[config.mk]
export PLATFORM = sky130hd
export DESIGN_NAME = ble_adv_sensor_record_parser_core
export DESIGN_NICKNAME = d
export VERILOG_FILES = /design/src/bleasp_pkg.sv /design/src/ble_adv_sensor_record_parser_core.sv /design/src/bleasp_parser.sv
export SDC_FILE = /design/constraint.sdc
export NUM_CORES = 1
export LEC_CHECK = 0
export BUFFER_PORTS_ARGS = -buffer_cell sky130_fd_sc_hd__buf_2
export CORE_ASPECT_RATIO = 0.9
export CORE_MARGIN = 2
export CORE_UTILIZATION = 54
export CTS_BUF_LIST = sky130_fd_sc_hd__clkbuf_4 sky130_fd_sc_hd__clkbuf_8
export DETAILED_ROUTE_END_ITERATION = 7
export PLACE_DENSITY_LB_ADDON = 0.2
export SYNTH_ARGS = -nofsm -noshare
export SYNTH_HDL_FRONTEND = slang
export SYNTH_HIERARCHICAL = 1
export SYNTH_SLANG_ARGS = --single-unit
[constraint.sdc]
create_clock -name clk_i -period 4.81 [get_ports clk_i]
set_input_delay 0.481 -clock clk_i [delete_from_list [all_inputs] [get_ports clk_i]]
set_output_delay 0.481 -clock clk_i [all_outputs]
set_load 0.01 [all_outputs]
[src/bleasp_pkg.sv]
// Shared types, codes and constants for the advertisement sensor-record parser.
package bleasp_pkg;

  // Record type of manufacturer-specific data.
  localparam logic [7:0] MfrType = 8'hFF;
  // Bytes in the big-endian sensor value.
  localparam logic [7:0] ValueBytes = 8'd4;
  // Shortest packet that is parsed at all.
  localparam logic [2:0] MinPacket = 3'd4;
  // Reset value of the company identifier register.
  localparam logic [15:0] CompanyIdReset = 16'hFFFF;

  typedef enum logic [3:0] {
    PhLen    = 4'd0,
    PhType   = 4'd1,
    PhSkip   = 4'd2,
    PhCidHi  = 4'd3,
    PhCidLo  = 4'd4,
    PhLlen   = 4'd5,
    PhLabel  = 4'd6,
    PhUlen   = 4'd7,
    PhUnit   = 4'd8,
    PhPrec   = 4'd9,
    PhValue  = 4'd10,
    PhErrRec = 4'd11,
    PhErrNoRec = 4'd12,
    PhErrCid = 4'd13,
    PhErrHdr = 4'd14,
    PhErrVal = 4'd15
  } phase_e;

  typedef enum logic [1:0] {
    KindLabel   = 2'd0,
    KindUnit    = 2'd1,
    KindReading = 2'd2,
    KindError   = 2'd3
  } kind_e;

  typedef enum logic [2:0] {
    ErrOk          = 3'd0,
    ErrPacketShort = 3'd1,
    ErrNoRecord    = 3'd2,
    ErrRecordShort = 3'd3,
    ErrBadCompany  = 3'd4,
    ErrHeaderShort = 3'd5,
    ErrValueShort  = 3'd6
  } err_e;

  // One result item plus its presence flag.
  typedef struct packed {
    logic               valid;
    kind_e              kind;
    logic [7:0]         char_byte;
    err_e               error_code;
    logic signed [31:0] sensor_value;
    logic [7:0]         precision;
    logic [7:0]         label_len;
    logic [7:0]         unit_len;
  } result_t;

  // Error reported at the last byte for the phase the parser ends in.
  function automatic err_e phase_error(phase_e ph);
    err_e e;
    case (ph)
      PhLen, PhSkip, PhErrNoRec: e = ErrNoRecord;
      PhErrCid:                  e = ErrBadCompany;
      PhErrHdr:                  e = ErrHeaderShort;
      PhErrVal:                  e = ErrValueShort;
      default:                   e = ErrRecordShort;
    endcase
    return e;
  endfunction

endpackage

[src/ble_adv_sensor_record_parser_core.sv]
// Top level of the advertisement sensor-record parser: config port, parser and output buffer.
//
// Usage: bytes of one advertisement enter on the input channel (data_byte_i,
// last_byte_i) with in_valid_i/in_stall_o; a transfer takes place at a clock
// edge with valid high and stall low. last_byte_i marks the packet's final byte.
// Each byte yields zero or one result on the output channel (out_valid_o /
// out_stall_i): a label or unit character, one reading, or one error at the
// last byte. Results leave in input order.
// A result is registered in the output register, or in the skid register when
// the output register cannot take it. Throughput: one byte per cycle while
// in_stall_o is low, so nothing limits the rate but the receiver.
// When the receiver stalls, the output register holds and a one-entry skid
// register still takes one more result; in_stall_o rises only while that skid
// entry is occupied.
// The company identifier is written through the APB-style port at byte
// address 0; pready is always high and reads return the stored value.
// Reset clears the parse state and both output entries, and sets the company
// identifier to 0xFFFF.
module ble_adv_sensor_record_parser_core (
  input  logic               clk_i,
  input  logic               rst_ni,
  // Configuration port.
  input  logic               psel,
  input  logic               penable,
  input  logic               pwrite,
  input  logic [1:0]         paddr,
  input  logic [31:0]        pwdata,
  output logic [31:0]        prdata,
  output logic               pready,
  // Input channel.
  input  logic               in_valid_i,
  output logic               in_stall_o,
  input  logic [7:0]         data_byte_i,
  input  logic               last_byte_i,
  // Output channel.
  output logic               out_valid_o,
  input  logic               out_stall_i,
  output logic [1:0]         kind_o,
  output logic [7:0]         char_byte_o,
  output logic [2:0]         error_code_o,
  output logic signed [31:0] sensor_value_o,
  output logic [7:0]         precision_o,
  output logic [7:0]         label_len_o,
  output logic [7:0]         unit_len_o
);
  import bleasp_pkg::*;

  localparam logic [1:0] AddrCompanyId = 2'd0;

  logic [15:0] cid_q;
  logic        in_accept;
  logic        out_free;
  result_t     res;
  result_t     out_q, out_d;
  result_t     sk_q, sk_d;

  // Configuration register write and read.
  assign pready = 1'b1;
  assign prdata = (paddr == AddrCompanyId) ? {16'd0, cid_q} : 32'd0;

  always_ff @(posedge clk_i or negedge rst_ni) begin
    if (!rst_ni) begin
      cid_q <= CompanyIdReset;
    end else if (psel && penable && pwrite && pready && (paddr == AddrCompanyId)) begin
      cid_q <= pwdata[15:0];
    end
  end

  // Input transfers are taken while the skid entry is empty.
  assign in_stall_o = sk_q.valid;
  assign in_accept  = in_valid_i && !in_stall_o;

  bleasp_parser u_parser (
    .clk_i        (clk_i),
    .rst_ni       (rst_ni),
    .accept_i     (in_accept),
    .data_byte_i  (data_byte_i),
    .last_byte_i  (last_byte_i),
    .company_id_i (cid_q),
    .res_o        (res)
  );

  // Output register with a one-entry skid behind it.
  assign out_free = !out_q.valid || !out_stall_i;

  always_comb begin
    result_t fresh;
    fresh       = res;
    fresh.valid = res.valid && in_accept;
    out_d = out_q;
    sk_d  = sk_q;
    if (out_free) begin
      if (sk_q.valid) begin
        out_d = sk_q;
        sk_d  = fresh;
      end else begin
        out_d = fresh;
      end
    end else if (fresh.valid) begin
      sk_d = fresh;
    end
  end

  always_ff @(posedge clk_i or negedge rst_ni) begin
    if (!rst_ni) begin
      out_q <= '0;
      sk_q  <= '0;
    end else begin
      out_q <= out_d;
      sk_q  <= sk_d;
    end
  end

  assign out_valid_o    = out_q.valid;
  assign kind_o         = out_q.kind;
  assign char_byte_o    = out_q.char_byte;
  assign error_code_o   = out_q.error_code;
  assign sensor_value_o = out_q.sensor_value;
  assign precision_o    = out_q.precision;
  assign label_len_o    = out_q.label_len;
  assign unit_len_o     = out_q.unit_len;

`ifndef SYNTHESIS
  // The skid entry is only ever filled behind an occupied output register.
  a_skid_behind_out: assert property (@(posedge clk_i) disable iff (!rst_ni)
    sk_q.valid |-> out_q.valid)
    else $error("skid entry valid while output register empty");

  // The skid entry fills only when the output register was stalled.
  a_skid_fill_cause: assert property (@(posedge clk_i) disable iff (!rst_ni)
    $rose(sk_q.valid) |-> $past(out_q.valid && out_stall_i))
    else $error("skid entry filled without a stalled output");

  // A result produced against a stalled, full output lands in the skid entry.
  a_skid_catch: assert property (@(posedge clk_i) disable iff (!rst_ni)
    (in_accept && res.valid && out_q.valid && out_stall_i) |=> sk_q.valid)
    else $error("result lost while output stalled");

  // An error result always carries a nonzero error code.
  a_error_coded: assert property (@(posedge clk_i) disable iff (!rst_ni)
    (out_valid_o && (kind_o == KindError)) |-> (error_code_o != ErrOk))
    else $error("error result with ok code");
`endif

endmodule

[src/bleasp_parser.sv]
// Byte-wise record walker: parse state registers and the result of the current byte.
module bleasp_parser (
  input  logic                clk_i,
  input  logic                rst_ni,
  input  logic                accept_i,
  input  logic [7:0]          data_byte_i,
  input  logic                last_byte_i,
  input  logic [15:0]         company_id_i,
  output bleasp_pkg::result_t res_o
);
  import bleasp_pkg::*;

  phase_e      phase_q, phase_d;
  logic [2:0]  count_q, count_d;
  logic [7:0]  rec_left_q, rec_left_d;
  logic [7:0]  fld_left_q, fld_left_d;
  logic [31:0] shift_q, shift_d;
  logic [7:0]  prec_q, prec_d;
  logic [7:0]  llen_q, llen_d;
  logic [7:0]  ulen_q, ulen_d;
  logic        reported_q, reported_d;

  logic [7:0] rec_dec;
  logic [7:0] fld_dec;
  logic       ch_out;
  kind_e      ch_kind;
  logic       reading;

  assign rec_dec = rec_left_q - 8'd1;
  assign fld_dec = fld_left_q - 8'd1;

  // Next parse state for the byte on the input.
  always_comb begin
    phase_d    = phase_q;
    count_d    = (count_q < MinPacket) ? count_q + 3'd1 : count_q;
    rec_left_d = rec_left_q;
    fld_left_d = fld_left_q;
    shift_d    = shift_q;
    prec_d     = prec_q;
    llen_d     = llen_q;
    ulen_d     = ulen_q;
    reported_d = reported_q;
    ch_out     = 1'b0;
    ch_kind    = KindLabel;
    reading    = 1'b0;
    if (!reported_q) begin
      case (phase_q)
        PhLen: begin
          if (data_byte_i == 8'd0) begin
            phase_d = PhErrNoRec;
          end else begin
            rec_left_d = data_byte_i;
            phase_d    = PhType;
          end
        end
        PhType: begin
          rec_left_d = rec_dec;
          if (data_byte_i == MfrType) begin
            phase_d = (rec_dec < 8'd2) ? PhErrRec : PhCidHi;
          end else begin
            phase_d = (rec_dec == 8'd0) ? PhLen : PhSkip;
          end
        end
        PhSkip: begin
          rec_left_d = rec_dec;
          if (rec_dec == 8'd0) phase_d = PhLen;
        end
        PhCidHi: begin
          shift_d    = {24'd0, data_byte_i};
          rec_left_d = rec_dec;
          phase_d    = PhCidLo;
        end
        PhCidLo: begin
          rec_left_d = rec_dec;
          if ({shift_q[7:0], data_byte_i} != company_id_i) begin
            phase_d = PhErrCid;
          end else if (rec_dec < ValueBytes) begin
            phase_d = PhErrHdr;
          end else begin
            phase_d = PhLlen;
          end
          shift_d = 32'd0;
        end
        PhLlen: begin
          rec_left_d = rec_dec;
          llen_d     = data_byte_i;
          if ({1'b0, data_byte_i} + 9'd2 > {1'b0, rec_dec}) begin
            phase_d = PhErrHdr;
          end else if (data_byte_i == 8'd0) begin
            phase_d = PhUlen;
          end else begin
            fld_left_d = data_byte_i;
            phase_d    = PhLabel;
          end
        end
        PhLabel, PhUnit: begin
          rec_left_d = rec_dec;
          fld_left_d = fld_dec;
          ch_out     = 1'b1;
          ch_kind    = (phase_q == PhLabel) ? KindLabel : KindUnit;
          if (fld_dec == 8'd0) phase_d = (phase_q == PhLabel) ? PhUlen : PhPrec;
        end
        PhUlen: begin
          rec_left_d = rec_dec;
          ulen_d     = data_byte_i;
          if ({1'b0, data_byte_i} + 9'd1 > {1'b0, rec_dec}) begin
            phase_d = PhErrHdr;
          end else if (data_byte_i == 8'd0) begin
            phase_d = PhPrec;
          end else begin
            fld_left_d = data_byte_i;
            phase_d    = PhUnit;
          end
        end
        PhPrec: begin
          rec_left_d = rec_dec;
          prec_d     = data_byte_i;
          if (rec_dec < ValueBytes) begin
            phase_d = PhErrVal;
          end else begin
            fld_left_d = ValueBytes;
            shift_d    = 32'd0;
            phase_d    = PhValue;
          end
        end
        PhValue: begin
          rec_left_d = rec_dec;
          shift_d    = {shift_q[23:0], data_byte_i};
          fld_left_d = fld_dec;
          if (fld_dec == 8'd0) begin
            reading    = 1'b1;
            reported_d = 1'b1;
          end
        end
        default: begin
        end
      endcase
    end
  end

  // Result of this byte, by priority: short packet, reading, error, character.
  always_comb begin
    res_o = '0;
    if (last_byte_i && (count_d < MinPacket)) begin
      res_o.valid      = 1'b1;
      res_o.kind       = KindError;
      res_o.error_code = ErrPacketShort;
    end else if (reading) begin
      res_o.valid        = 1'b1;
      res_o.kind         = KindReading;
      res_o.sensor_value = shift_d;
      res_o.precision    = prec_q;
      res_o.label_len    = llen_q;
      res_o.unit_len     = ulen_q;
    end else if (last_byte_i && !reported_q) begin
      res_o.valid      = 1'b1;
      res_o.kind       = KindError;
      res_o.error_code = phase_error(phase_d);
    end else if (ch_out) begin
      res_o.valid     = 1'b1;
      res_o.kind      = ch_kind;
      res_o.char_byte = data_byte_i;
    end
  end

  // Parse state; everything returns to the start after a packet's last byte.
  always_ff @(posedge clk_i or negedge rst_ni) begin
    if (!rst_ni) begin
      phase_q    <= PhLen;
      count_q    <= '0;
      rec_left_q <= '0;
      fld_left_q <= '0;
      shift_q    <= '0;
      prec_q     <= '0;
      llen_q     <= '0;
      ulen_q     <= '0;
      reported_q <= 1'b0;
    end else if (accept_i) begin
      if (last_byte_i) begin
        phase_q    <= PhLen;
        count_q    <= '0;
        rec_left_q <= '0;
        fld_left_q <= '0;
        shift_q    <= '0;
        prec_q     <= '0;
        llen_q     <= '0;
        ulen_q     <= '0;
        reported_q <= 1'b0;
      end else begin
        phase_q    <= phase_d;
        count_q    <= count_d;
        rec_left_q <= rec_left_d;
        fld_left_q <= fld_left_d;
        shift_q    <= shift_d;
        prec_q     <= prec_d;
        llen_q     <= llen_d;
        ulen_q     <= ulen_d;
        reported_q <= reported_d;
      end
    end
  end

endmodule
# Yosys cells after proc, flatten, opt, wreduce, memory -nomap -nowiden
# Cells that the tools add are included.
totals:
  regBits: 236
  latchBits: 0
  ram_bits: 0
  romBits: 0
  inputBits: 50
  out_inout_bits: 104
  wordCells: 164
  mem_count: 0
classes:
  addsub: 5
  mul: 0
  div: 0
  n_lt_le_gt_ge: 6
  n_eq_ne: 23
  shift: 0
  n_mux: 70
  bitwise: 0
  n_reduce_logical: 34
op_table:
  columns: ["operator", "count"]
  rows:
  - ["70-bit two-way mux", 4]
  - ["8-bit two-way mux", 20]
  - ["32-bit case mux with 4 select lines", 1]
  - ["56-bit two-way mux", 2]
  - ["32-bit two-way mux", 3]
  - ["4-bit two-way mux", 12]
  - ["4-bit case mux with 9 select lines", 1]
  - ["8-bit case mux with 4 select lines", 1]
  - ["4-bit == test, second input constant", 7]
  - ["8-bit zero test", 3]
  - ["3-bit two-way mux", 8]
  - ["11-bit two-way mux", 2]
  - ["9-bit by 8-bit greater-than comparator with 1-bit output", 2]
  - ["4-bit by 3-bit == test with 1-bit output, second input constant", 4]
  - ["16-bit two-way mux", 1]
  - ["16-bit != test", 1]
  - ["8-bit case mux with 2 select lines", 1]
  - ["8-bit by 1-bit subtractor with 8-bit output, second input constant", 2]
  - ["4-bit by 2-bit == test with 1-bit output, second input constant", 3]
  - ["3-bit != test, second input constant", 4]
  - ["3-bit case mux with 4 select lines", 1]
  - ["1-bit two-way mux", 10]
  - ["10-bit OR reduction", 1]
  - ["8-bit by 1-bit adder with 9-bit output, second input constant", 1]
  - ["24 further kinds", 43]

# Logic depth before layout (Yosys ltp)
logic_depth:
  depth_word: 14
  ltp_mapped: 16
  mapped_depth_nobuf: 15

# Hierarchy
# Netlist, hierarchy kept.
by_module_without_submodules:
  columns: ["module", "instances", "cells_per_inst", "area_per_inst_um2"]
  rows:
  - ["ble_adv_sensor_record_parser_core", 1, 525, 6642.6]
  - ["bleasp_parser", 1, 691, 5863.1]

# Worst setup path after synthesis
# No wires, ideal clock.
synth_timing:
  path_type: "flip-flop to flip-flop"
  start: "register u_parser.fld_left_q[0]"
  end: "register sk_q[56] (netlist name)"
  arrival_time_ps: 3308
  path_slack_ps: 1374
  path_stages_with_launch: 16
  n_path_buf: 2
  period_less_slack_ps: 3436
  cell_sequence: "dfrtp_1 -> inv_1 -> ha_1 -> or2_2 -> o32a_1 -> nor4b_1 -> o211ai_1 -> nor2_1 -> nor2_1 -> o21ai_0 -> nand2b_1 -> and4_1 -> mux2i_4 -> buf_4 -> buf_6 -> mux2_1"
synth_rtl:
  columns: ["element", "line", "source"]
  rows:
  - ["start, declared", "bleasp_parser.sv:16", "logic [7:0] fld_left_q, fld_left_d;"]
  - ["start signal, assigned", "bleasp_parser.sv:193", "fld_left_q <= fld_left_d;"]
  - ["end signal, assigned", "ble_adv_sensor_record_parser_core.sv:110", "sk_q <= sk_d;"]
  - ["end, declared", "ble_adv_sensor_record_parser_core.sv:55", "result_t sk_q, sk_d;"]

==> results.ini <==
[setup_path]
arrival_ns = 4.68
cp_cell_sequence = inv_1, ha_1, or2_2, o32a_1, nor4b_1, o211ai_1, nor2_1, nor2_1, o21ai_0, nand2b_1, and4_1, mux2i_4, buf_12, mux2_1
path_delay_family = simple AND/OR/NAND/NOR gates
reg2reg_from = u_parser/fld_left_q[0]
critPathMaxStageDelay_ns = 0.45
crit_top_cell = nor2_1
critical_path_class = reg -> reg
required_ns = 5.24
cpMaxStageDelayCell = dfrtp_1
crit_fanout = 43
r2r-end = sk_q[56]
end_kind = flip-flop
cp-start-kind = flip-flop
r2r_cells = 14
r2r_slack_ns = 0.56
cp_num_buf_inv = 2

[placement]
gp_congestion = 0.9071
dp_hpwl_mm = 19.27
numPortBuffers = 120
pre_cts_ws_ns = 0.5990

[global_routing]
grt_use_total_pct = 24.07
grt_pass1_wl_mm = 47.22
antenna_found_initial = 0
grt_pass1_vias = 9061
grt_max_degree = 141
overflow = 0

[clock_tree]
cts_hold_buffers = 0
clk-insertion-delay-late_ns = 0.55
tritoncts = done
clockBufferDepth = 3
cts_resized = 0
clk_pin_slew_ns = 0.06
htree_num_levels = 2
clock-sinks = 236
root_buffer = clkbuf_8
post_cts_buffers = 0
cts_made_buffers = 40

[floorplanning]
core_area_um2 = 22640
die_y_um = 148.4
dieArea_um2 = 24390
ios = 154
start_util_pct = 55.23
rows = 52
die_width_um = 164.4

[logic_synthesis]
yosys_warnings = 6
synth_area_leaders = dfrtp_1 44%, mux2_2 6.8%, mux2i_1 6.6%
ys_ff_latch = 236
syn_inst = 1216
synth-edff-count = 0
ys_seq_area_share_pct = 47.38
yosysMostFrequentCell = dfrtp_1
ys_async_sr_fraction_pct = 100.0
synth_top_cell_area_share_pct = 44.02
synth_area_um2 = 12510
ys_types = 82
synthTopCellsByCount = 220 x dfrtp_1, 165 x nor2_1, 92 x a21oi_1
synth_ff_type = dfrtp_1
yosys.area.top_type = dfrtp_1
syn_avg_cell_area_um2 = 10.28

[sta]
post-route-period-util_pct = 88.38
grt_setup_unrepaired = no
final.setup_skew_ns = 0.01635
finalSetupViolations = 0
drv_slew = 0
fin_ws_ns = 0.5591
timing.final.crit_period_ns = 4.251
hold_viol = 0
worst_pin_slew_ns = 1.142
fin_tns_setup_ns = 0
max_freq_mhz = 235.2
maxSlewHeadroom_pct = 23.80

[finish]
antenna_cells = 0
syn_to_final_growth_pct = 12.15
drive_gt1_share_pct = 23.99
final_util_pct = 61.94
nNetsFinal = 1381

[routing]
drt-total-wl_mm = 29.18
viasPerCell = 5.853
ant_nets = 0
wl_per_cell_um = 17.85
drt-pass1-iter-count = 5
vias = 9569
drc = 0
drt_iter0_drc = 808

[pwr]
ir_worst_vdd_mv = 0.3418
p_per_area_nw_per_um2 = 488.4
leakagePower_nw = 6.393

[run]
maxCapViolCount = 0

[min_path]
hp-class = in -> async

[run_status]
status = completed

-- routing by layer --
layer	global-route usage, %	part of all wire [%]	vias to the layer above
li1	-	-	4527
met1	37.66	50	4688
met2	34.79	43	320
met5	0	0	-
met4	6.043	1.3	0
met3	3.904	5.8	34
-- worst register-to-register path, delay by kind of cell, from the launching register on --
kind                       cells  cell delay (ns)
buffers and inverters          2             0.43
DFF                            1             0.45
adders and majority gates      1             0.27
AOI/OAI and AO/OA              3             0.79
and+or+nand+nor                6             1.57
muxes                          2             0.63
-- layout make-up --
cell class / count / area, um2
well taps: 297 / 371.6
flip-flops and latches: 236 / 5929
clock inverters: 7 / 60.06
repair buffers: 135 / 760.7
fillers: 1896 / 8617
inverters: 25 / 93.84
multi-input cells: 873 / 6043
clock buffers: 62 / 765.7
-- through the flow --
| stage | power, mW | hold WS [ns] | std cells | cell area (um2) |
|---|---|---|---|---|
| 2_1_floorplan | 4.345 | 0.1854 | 1231 | 12560 |
| 4_1_cts | 6.870 | 0.1181 | 1635 | 14020 |
| 5_1_grt | 7.281 | 0.1504 | 1635 | 14020 |
| 6_report | 6.850 | 0.06110 | 1635 | 14020 |
| 3_3_place_gp | 4.936 | 0.4543 | 1566 | 13200 |
| 3_5_place_dp | 5.004 | 0.4620 | 1566 | 13200 |
-- logic make-up after synthesis --
kind of cell	synth area share, %
simple gates	12.62
compound gates	15.86
flops	47.38
mux	14.49
buf+inv	4.912
xor+xnor	2.521
fa+ha+maj	2.161
other cells	0.06005
-- cell usage in the layout (no fill, tap or decap), types with 38 or more instances in the layout --
cell,instances
dfrtp_1,219
buf_2,119
nor2_1,164
nand2_1,57
a21oi_1,92
o21ai_0,38
a22oi_1,56
mux2i_1,82
clkbuf_8,48
mux2_2,76
-- report_power, final --
group	internal, mW	switching, mW
Combinational	0.947	1.42
Clock	1.02	0.817
Sequential	2.31	0.322
-- flip-flops by register name, indices dropped and copies added (netlist names), 4 cells and up --
register / flops
precision_o: 8
cid_q: 16
unit_len_o: 8
u_parser/ulen_q: 8
u_parser/llen_q: 8
sensor_value_o: 32
u_parser/prec_q: 8
u_parser/phase_q: 4
u_parser/shift_q: 32
u_parser/rec_left_q: 8
sk_q: 69
u_parser/fld_left_q: 8
char_byte_o: 8
label_len_o: 8
-- worst max path at each step --
stage,start,endpoint,slack (ns),cells after the start
floorplan,u_parser/fld_left_q[0],sk_q[56],1.37,15
global placement,u_parser/fld_left_q[0],sk_q[56],0.70,14
detailed placement,u_parser/fld_left_q[0],sk_q[56],0.60,14
CTS,u_parser/fld_left_q[0],sk_q[56],0.59,14
global route,u_parser/fld_left_q[0],sk_q[56],0.27,14
finish,u_parser/fld_left_q[0],sk_q[56],0.56,14
Power figures use the tool's default switching activity.
